===== config.mk =====
export PLATFORM = sky130hd
export DESIGN_NAME = min_max_linear_agc_16to8_core
export DESIGN_NICKNAME = d
export VERILOG_FILES = /design/src/design/mmagc_pkg.sv /design/src/design/mmagc_ctrl.sv /design/src/design/mmagc_dp.sv /design/src/design/min_max_linear_agc_16to8_core.sv
export SDC_FILE = /design/constraint.sdc
export NUM_CORES = 1
export LEC_CHECK = 0
export ABC_AREA = 1
export BUFFER_PORTS_ARGS = -buffer_cell sky130_fd_sc_hd__buf_2
export CORE_MARGIN = 2
export CORE_UTILIZATION = 55
export CTS_BUF_LIST = sky130_fd_sc_hd__clkbuf_4 sky130_fd_sc_hd__clkbuf_8 sky130_fd_sc_hd__clkbuf_16
export CTS_CLUSTER_DIAMETER = 30
export DETAILED_ROUTE_END_ITERATION = 10
export PLACE_DENSITY_LB_ADDON = 0.12
export SLEW_MARGIN = 0
export SYNTH_ARGS = -nofsm -noshare
export SYNTH_HDL_FRONTEND = slang
export SYNTH_HIERARCHICAL = 1
export SYNTH_SLANG_ARGS = --single-unit

===== constraint.sdc =====
create_clock -name clk -period 10.2 [get_ports clk]
set_input_delay 2.04 -clock clk [delete_from_list [all_inputs] [get_ports clk]]
set_output_delay 2.04 -clock clk [all_outputs]
set_load 0.01 [all_outputs]

===== src/design/mmagc_pkg.sv =====
package mmagc_pkg;

  localparam int unsigned LEVEL_BITS = 8;
  localparam logic [LEVEL_BITS-1:0] LEVEL_MAX = 8'hFF;
  localparam int unsigned DIV_STEPS = 4;
  localparam int unsigned CNT_W = $clog2(DIV_STEPS);

  localparam logic KIND_GATHER = 1'b0;
  localparam logic KIND_MAP = 1'b1;

  typedef struct packed {
    logic        kind;
    logic        first_of_frame;
    logic [15:0] pixel;
  } in_t;

  typedef struct packed {
    logic [7:0] level;
    logic       flat_frame;
  } out_t;

  typedef struct packed {
    logic gather;
    logic map_start;
    logic div_step;
    logic load_out;
  } cmd_t;

  typedef struct packed {
    logic bypass;
    logic out_free;
  } sts_t;

endpackage


===== src/design/mmagc_ctrl.sv =====
module mmagc_ctrl
  import mmagc_pkg::*;
(
  input  logic clk,
  input  logic rst_n,
  input  logic in_valid,
  input  logic in_kind,
  output logic in_ready,
  input  sts_t sts,
  output cmd_t cmd
);

  typedef enum logic [2:0] {
    ST_IDLE = 3'b001,
    ST_DIV  = 3'b010,
    ST_HOLD = 3'b100
  } state_t;

  state_t           state_r, state_nxt;
  logic [CNT_W-1:0] cnt_r, cnt_nxt;
  logic             accept;

  assign in_ready = (state_r == ST_IDLE);
  assign accept   = in_valid & in_ready;

  always_comb begin
    cmd.gather    = accept & (in_kind == KIND_GATHER);
    cmd.map_start = accept & (in_kind == KIND_MAP);
    cmd.div_step  = (state_r == ST_DIV);
    cmd.load_out  = (state_r == ST_HOLD) & sts.out_free;
  end

  always_comb begin
    state_nxt = state_r;
    cnt_nxt   = cnt_r;
    case (state_r)
      ST_IDLE: begin
        cnt_nxt = '0;
        if (cmd.map_start) begin
          state_nxt = sts.bypass ? ST_HOLD : ST_DIV;
        end
      end
      ST_DIV: begin
        cnt_nxt = cnt_r + 1'b1;
        if (cnt_r == CNT_W'(DIV_STEPS - 1)) begin
          state_nxt = ST_HOLD;
        end
      end
      ST_HOLD: begin
        if (sts.out_free) begin
          state_nxt = ST_IDLE;
        end
      end
      default: begin
        state_nxt = ST_IDLE;
        cnt_nxt   = '0;
      end
    endcase
  end

  always_ff @(posedge clk) begin
    if (!rst_n) begin
      state_r <= ST_IDLE;
      cnt_r   <= '0;
    end else begin
      state_r <= state_nxt;
      cnt_r   <= cnt_nxt;
    end
  end

endmodule


===== src/design/mmagc_dp.sv =====
module mmagc_dp
  import mmagc_pkg::*;
#(
  parameter int unsigned PIXEL_BITS = 16
) (
  input  logic clk,
  input  logic rst_n,
  input  in_t  in_data,
  input  cmd_t cmd,
  output sts_t sts,
  input  logic out_ready,
  output logic out_valid,
  output out_t out_data
);

  localparam int unsigned NUM_W = PIXEL_BITS + LEVEL_BITS;

  logic [PIXEL_BITS-1:0] lo_r, lo_nxt;
  logic [PIXEL_BITS-1:0] hi_r, hi_nxt;
  logic [PIXEL_BITS-1:0] span_r, rem_r, rem_nxt;
  logic [LEVEL_BITS-1:0] num_r, num_nxt;
  logic [LEVEL_BITS-1:0] quo_r, quo_nxt;
  logic                  flat_r;
  logic                  out_valid_r;
  out_t                  out_data_r;

  logic [PIXEL_BITS-1:0] p;
  logic [PIXEL_BITS-1:0] diff;
  logic [NUM_W-1:0]      num_full;
  logic                  flat;
  logic                  below;
  logic                  above;
  logic [PIXEL_BITS:0]   trial_a, trial_b;
  logic [PIXEL_BITS-1:0] rem_a, rem_b;
  logic                  bit_a, bit_b;

  assign p        = in_data.pixel[PIXEL_BITS-1:0];
  assign flat     = (hi_r <= lo_r);
  assign below    = (p <= lo_r);
  assign above    = (p >= hi_r);
  assign diff     = p - lo_r;
  assign num_full = {diff, {LEVEL_BITS{1'b0}}} - NUM_W'(diff);

  assign sts.bypass   = flat | below | above;
  assign sts.out_free = ~out_valid_r | out_ready;

  always_comb begin
    lo_nxt = lo_r;
    hi_nxt = hi_r;
    if (cmd.gather) begin
      if (in_data.first_of_frame) begin
        lo_nxt = p;
        hi_nxt = p;
      end else begin
        if (p < lo_r) begin
          lo_nxt = p;
        end
        if (p > hi_r) begin
          hi_nxt = p;
        end
      end
    end
  end

  always_comb begin
    trial_a = {rem_r, num_r[LEVEL_BITS-1]};
    bit_a   = (trial_a >= {1'b0, span_r});
    rem_a   = bit_a ? PIXEL_BITS'(trial_a - {1'b0, span_r}) : trial_a[PIXEL_BITS-1:0];
    trial_b = {rem_a, num_r[LEVEL_BITS-2]};
    bit_b   = (trial_b >= {1'b0, span_r});
    rem_b   = bit_b ? PIXEL_BITS'(trial_b - {1'b0, span_r}) : trial_b[PIXEL_BITS-1:0];
  end

  always_comb begin
    rem_nxt = rem_r;
    num_nxt = num_r;
    quo_nxt = quo_r;
    if (cmd.map_start) begin
      rem_nxt = num_full[NUM_W-1:LEVEL_BITS];
      num_nxt = num_full[LEVEL_BITS-1:0];
      quo_nxt = (flat | below) ? '0 : LEVEL_MAX;
    end else if (cmd.div_step) begin
      rem_nxt = rem_b;
      num_nxt = {num_r[LEVEL_BITS-3:0], 2'b00};
      quo_nxt = {quo_r[LEVEL_BITS-3:0], bit_a, bit_b};
    end
  end

  always_ff @(posedge clk) begin
    if (!rst_n) begin
      lo_r        <= '1;
      hi_r        <= '0;
      out_valid_r <= 1'b0;
    end else begin
      lo_r <= lo_nxt;
      hi_r <= hi_nxt;
      if (cmd.load_out) begin
        out_valid_r <= 1'b1;
      end else if (out_ready) begin
        out_valid_r <= 1'b0;
      end
    end
  end

  always_ff @(posedge clk) begin
    rem_r <= rem_nxt;
    num_r <= num_nxt;
    quo_r <= quo_nxt;
    if (cmd.map_start) begin
      span_r <= hi_r - lo_r;
      flat_r <= flat;
    end
    if (cmd.load_out) begin
      out_data_r.level      <= quo_r;
      out_data_r.flat_frame <= flat_r;
    end
  end

  assign out_valid = out_valid_r;
  assign out_data  = out_data_r;

endmodule


===== src/design/min_max_linear_agc_16to8_core.sv =====
// Channel  Ports                          Carries
// in       in_valid, in_ready, in_data    gather or map request with one pixel
// out      out_valid, out_ready, out_data stretched level and flat-frame flag
//
// A gather request updates the running minimum and maximum and gives no result.
// A map request is taken while idle and forms 255*(p-min); the divider then
// retires two quotient bits per step, and the output register is loaded when free.
// Saturated and flat pixels skip the divider and go straight to the output load.
// Reset sets the minimum to all ones and the maximum to zero.
// A stalled result holds in the output register while the next request is taken.
module min_max_linear_agc_16to8_core
  import mmagc_pkg::*;
#(
  parameter int unsigned PIXEL_BITS = 16
) (
  input  logic clk,
  input  logic rst_n,
  input  logic in_valid,
  output logic in_ready,
  input  in_t  in_data,
  output logic out_valid,
  input  logic out_ready,
  output out_t out_data
);

  cmd_t cmd;
  sts_t sts;

  mmagc_ctrl u_ctrl (
    .clk      (clk),
    .rst_n    (rst_n),
    .in_valid (in_valid),
    .in_kind  (in_data.kind),
    .in_ready (in_ready),
    .sts      (sts),
    .cmd      (cmd)
  );

  mmagc_dp #(
    .PIXEL_BITS (PIXEL_BITS)
  ) u_dp (
    .clk       (clk),
    .rst_n     (rst_n),
    .in_data   (in_data),
    .cmd       (cmd),
    .sts       (sts),
    .out_ready (out_ready),
    .out_valid (out_valid),
    .out_data  (out_data)
  );

endmodule


==> run metrics <==
largest net degree at the start of global routing=39; RSZ-0062 raised after global routing=no; share of async-settable or async-resettable flops after synthesis=0%; filler instances=1540; most common cell in the synthesized netlist=nand2_1; number of detailed-route iterations in the first pass=5; post-CTS resize count=0; dominant combinational cell family by area after synthesis=simple AND/OR/NAND/NOR gates; worst min path class=reg2reg; total power=2680 uW; ANT nets after route=0; cell count after synthesis=1238; via count of the routed design=between 7000 and 8000; Internal Dissipation=1320 uW; first-pass GRT wire length=between 30000 and 40000 um; worst rel slew slack=25.1%; DRC marker count from the first detailed-route iteration=444; start of the worst register-to-register path=u_dp/rem_r[7]$_DFFE_PP_; number of buffers on the longest clock path=2; number of core rows=45; average wire per standard cell=15.5 um; basic-gate share of the synthesized area counting and, or, nand and nor cells=29.6%; Setup Crit Path Kind=in2reg; post-synth top area share=20.1%; number of H-tree branching levels=3; full die area=around 17000 um^2; Final Skew=0.0105 ns; Post-CTS Setup Inserts=0; signed area change from the synthesized netlist to the final layout=7.04%; Post-Synthesis Mean Instance Area=7.01 um^2; capturing instance or port of the critical path=u_dp/rem_r[15]$_DFFE_PP_; Cell Pwr Density=between 200 and 300 nW/um^2; element type at the critical path start=primary input; status=completed; most common library cells after synthesis=nand2_1 (336), inv_1 (182), nand3_1 (96); switch share=about half; buffer type at the clock tree root=clkbuf_16; complex-gate fraction of the synthesized area=13.6%; Register-to-Register Path Depth=21; slew at the pin closest to its max-slew limit=1.12 ns; YS warnings=6; multiplexer area fraction after synthesis=0%; critical path data required time=just over 10 ns; first element of the critical path=in_data[0]; final global-route overflow total=0; net total in the final layout=approximately 1400; starting density of the core=between 50% and 60%; Setup TNS Final=0 ns; Static Leak=roughly 0.0047 uW; distinct cell type count of the synthesized netlist=slightly below 50; max-slew violation count=0; fin crit period=5.07 ns; mapped cell area=8680 um^2; insertion delay to the later sink of the worst-skew pair=0.36 ns; period utilisation layout=49.7%; total number of clock tree sinks=96; Synth Net Count=1354; clock slew at reported path FFs=0.08 ns; cell taking the most area after synthesis=edfxtp_1; TritonCTS buffer count=9; detail-routed via count per cell=5.39; worst vdd rail ir drop=approximately 0.00015 V; data arrival time at the worst-slack endpoint=5.18 ns; core box area=15300 um^2; antenna violations before repair=0; synthesized-area fraction occupied by xor and xnor cells=4.24%; hold buffer count at CTS=0; CP max FO=7; remaining design rule violation count=0; terminus of the critical flop-to-flop path=u_dp/rem_r[9]$_DFFE_PP_; Clock power frac=12.9%; count of boundary I/O pins=33; Top FF cell, synth=edfxtp_1; dominant cells by area after synthesis=edfxtp_1 (20%), nand2_1 (15%), ha_1 (13%); CP endpoint kind=register; antenna diode count=0; Setup violations, final=0; share of the yosys chip area belonging to registers=28.8%; number of enable-type register cells in the synthesized netlist=between 50 and 60; reported max-cap violation count=0; die width=130 um; part of the total power dissipated in sequential elements=a little over a fifth; die height=approximately 130 um; achievable frequency=around 200 MHz; count of buffers from port buffering=32; vias in the first global route=7217; Final Hold Fails=0; share of synthesized cell area in full adder, half adder and majority cells=13.9%; R2R setup slack=5.67 ns; final RePlAce weighted congestion=0.946; wire length after detailed routing=22900 um; layout cells sized above 1=under 10%; detailed-placement wirelength estimate=18400 um; combinational share of power=about two thirds; total global-route track usage=28.2%; register bit total from synthesis=96; TritonCTS clock tree=yes; total net switching power=approximately 1400 uW
-- registers in the layout (all words and copies together) (netlist names) --
signal,count
u_dp/out_data,9
u_ctrl/cnt_r,2
u_dp/flat_r,1
u_dp/span_r,16
u_dp/out_valid,1
u_dp/hi_r,16
u_dp/num_r,8
u_dp/lo_r,16
u_ctrl/state_r,3
u_dp/rem_r,16
u_dp/quo_r,8
-- kinds of logic after synthesis --
family | Yosys count
and+or+nand+nor | 583
AOI/OAI and AO/OA | 209
xor gates and xnor gates | 42
buffers and inverters | 214
adders and majority gates | 94
DFF | 96
-- cell type report --
class / count / area (um^2) / share of cell area [%]
multi-input combinational: 928 / 5330 / 57.3
sequential: 96 / 2500 / 26.9
inverter: 192 / 721 / 7.76
tap: 211 / 264 / 2.84
clock buffer: 9 / 225 / 2.42
timing repair buffer: 34 / 175 / 1.89
clock inverter: 7 / 76.3 / 0.822
-- power groups by stage --
stage | clock network, uW | registers, uW | logic [uW]
floorplan | 0 | 552 | 1380
global placement | 0 | 567 | 1730
detailed placement | 0 | 569 | 1740
CTS | 354 | 560 | 1750
global route | 369 | 564 | 2000
finish | 346 | 561 | 1780
-- worst min path at each step --
stage	start	to	slack, ns	depth (start not counted)
6_report	u_dp/quo_r[7]$_DFFE_PP_	u_dp/out_data[8]$_DFFE_PP_	0.42	0
5_1_grt	u_dp/quo_r[7]$_DFFE_PP_	u_dp/out_data[8]$_DFFE_PP_	0.44	0
4_1_cts	u_dp/quo_r[7]$_DFFE_PP_	u_dp/out_data[8]$_DFFE_PP_	0.42	0
3_5_place_dp	u_dp/quo_r[7]$_DFFE_PP_	u_dp/out_data[8]$_DFFE_PP_	0.41	0
3_3_place_gp	u_dp/quo_r[7]$_DFFE_PP_	u_dp/out_data[8]$_DFFE_PP_	0.40	0
2_1_floorplan	u_dp/flat_r$_DFFE_PP_	u_dp/out_data[0]$_DFFE_PP_	0.40	0
-- placed cells by master (no fill, tap or decap), types with 8 or more instances in the layout --
cell and instances:
a21oi_1 92, o21ai_1 12, nand3b_1 8, nand3_1 96, nand2_1 336, dfxtp_1 38, nand2_2 14, inv_1 182
inv_2 9, nor2_1 70, xnor2_1 25, nor3_1 13, clkbuf_16 9, edfxtp_1 58, o211ai_1 17, o21ai_0 56
buf_2 32, xor2_1 17, nand4_1 20, ha_1 90
-- per-stage QoR --
| step | instance area [um^2] | util (%) | hold slack [ns] | instances | setup WS, ns |
|---|---|---|---|---|---|
| 6_report | 9290 | 60.7 | 0.423 | 1477 | 5.13 |
| 5_1_grt | 9290 | 60.7 | 0.438 | 1477 | 4.86 |
| 3_5_place_dp | 8990 | 58.7 | 0.406 | 1461 | 4.82 |
| 4_1_cts | 9290 | 60.7 | 0.424 | 1477 | 5.19 |
| 3_3_place_gp | 8990 | 58.7 | 0.401 | 1461 | 4.88 |
| 2_1_floorplan | 8680 | - | 0.400 | 1238 | 5.31 |
-- critical path: stages --
cell and delay, ns:
buf_2 0.11, inv_1 0.08, ha_1 0.16, inv_1 0.09, fa_1 0.45, nand3_1 0.14, nand2_2 0.08, nand2_1 0.09
nand2_2 0.07, nand2_1 0.08, nand2_1 0.05, nand2_1 0.07, nand2_2 0.11, ha_1 0.40, nand2_1 0.14, inv_1 0.07
nand2_1 0.05, nand2_1 0.07, a211o_1 0.25, o21bai_2 0.20, nand2_1 0.12, nand3_1 0.09, nand3_1 0.09, nand2_1 0.06
-- routing by layer --
layer | track usage, % | share of wire, % | up-vias
li1 | - | - | 4153
met1 | 38.5 | 46 | 3580
met2 | 46.5 | 47 | 196
met3 | 3.47 | 3.9 | 34
met4 | 9.74 | 2.6 | 0
met5 | 0 | 0 | -
No activity file was read; power rests on OpenSTA's default activity.
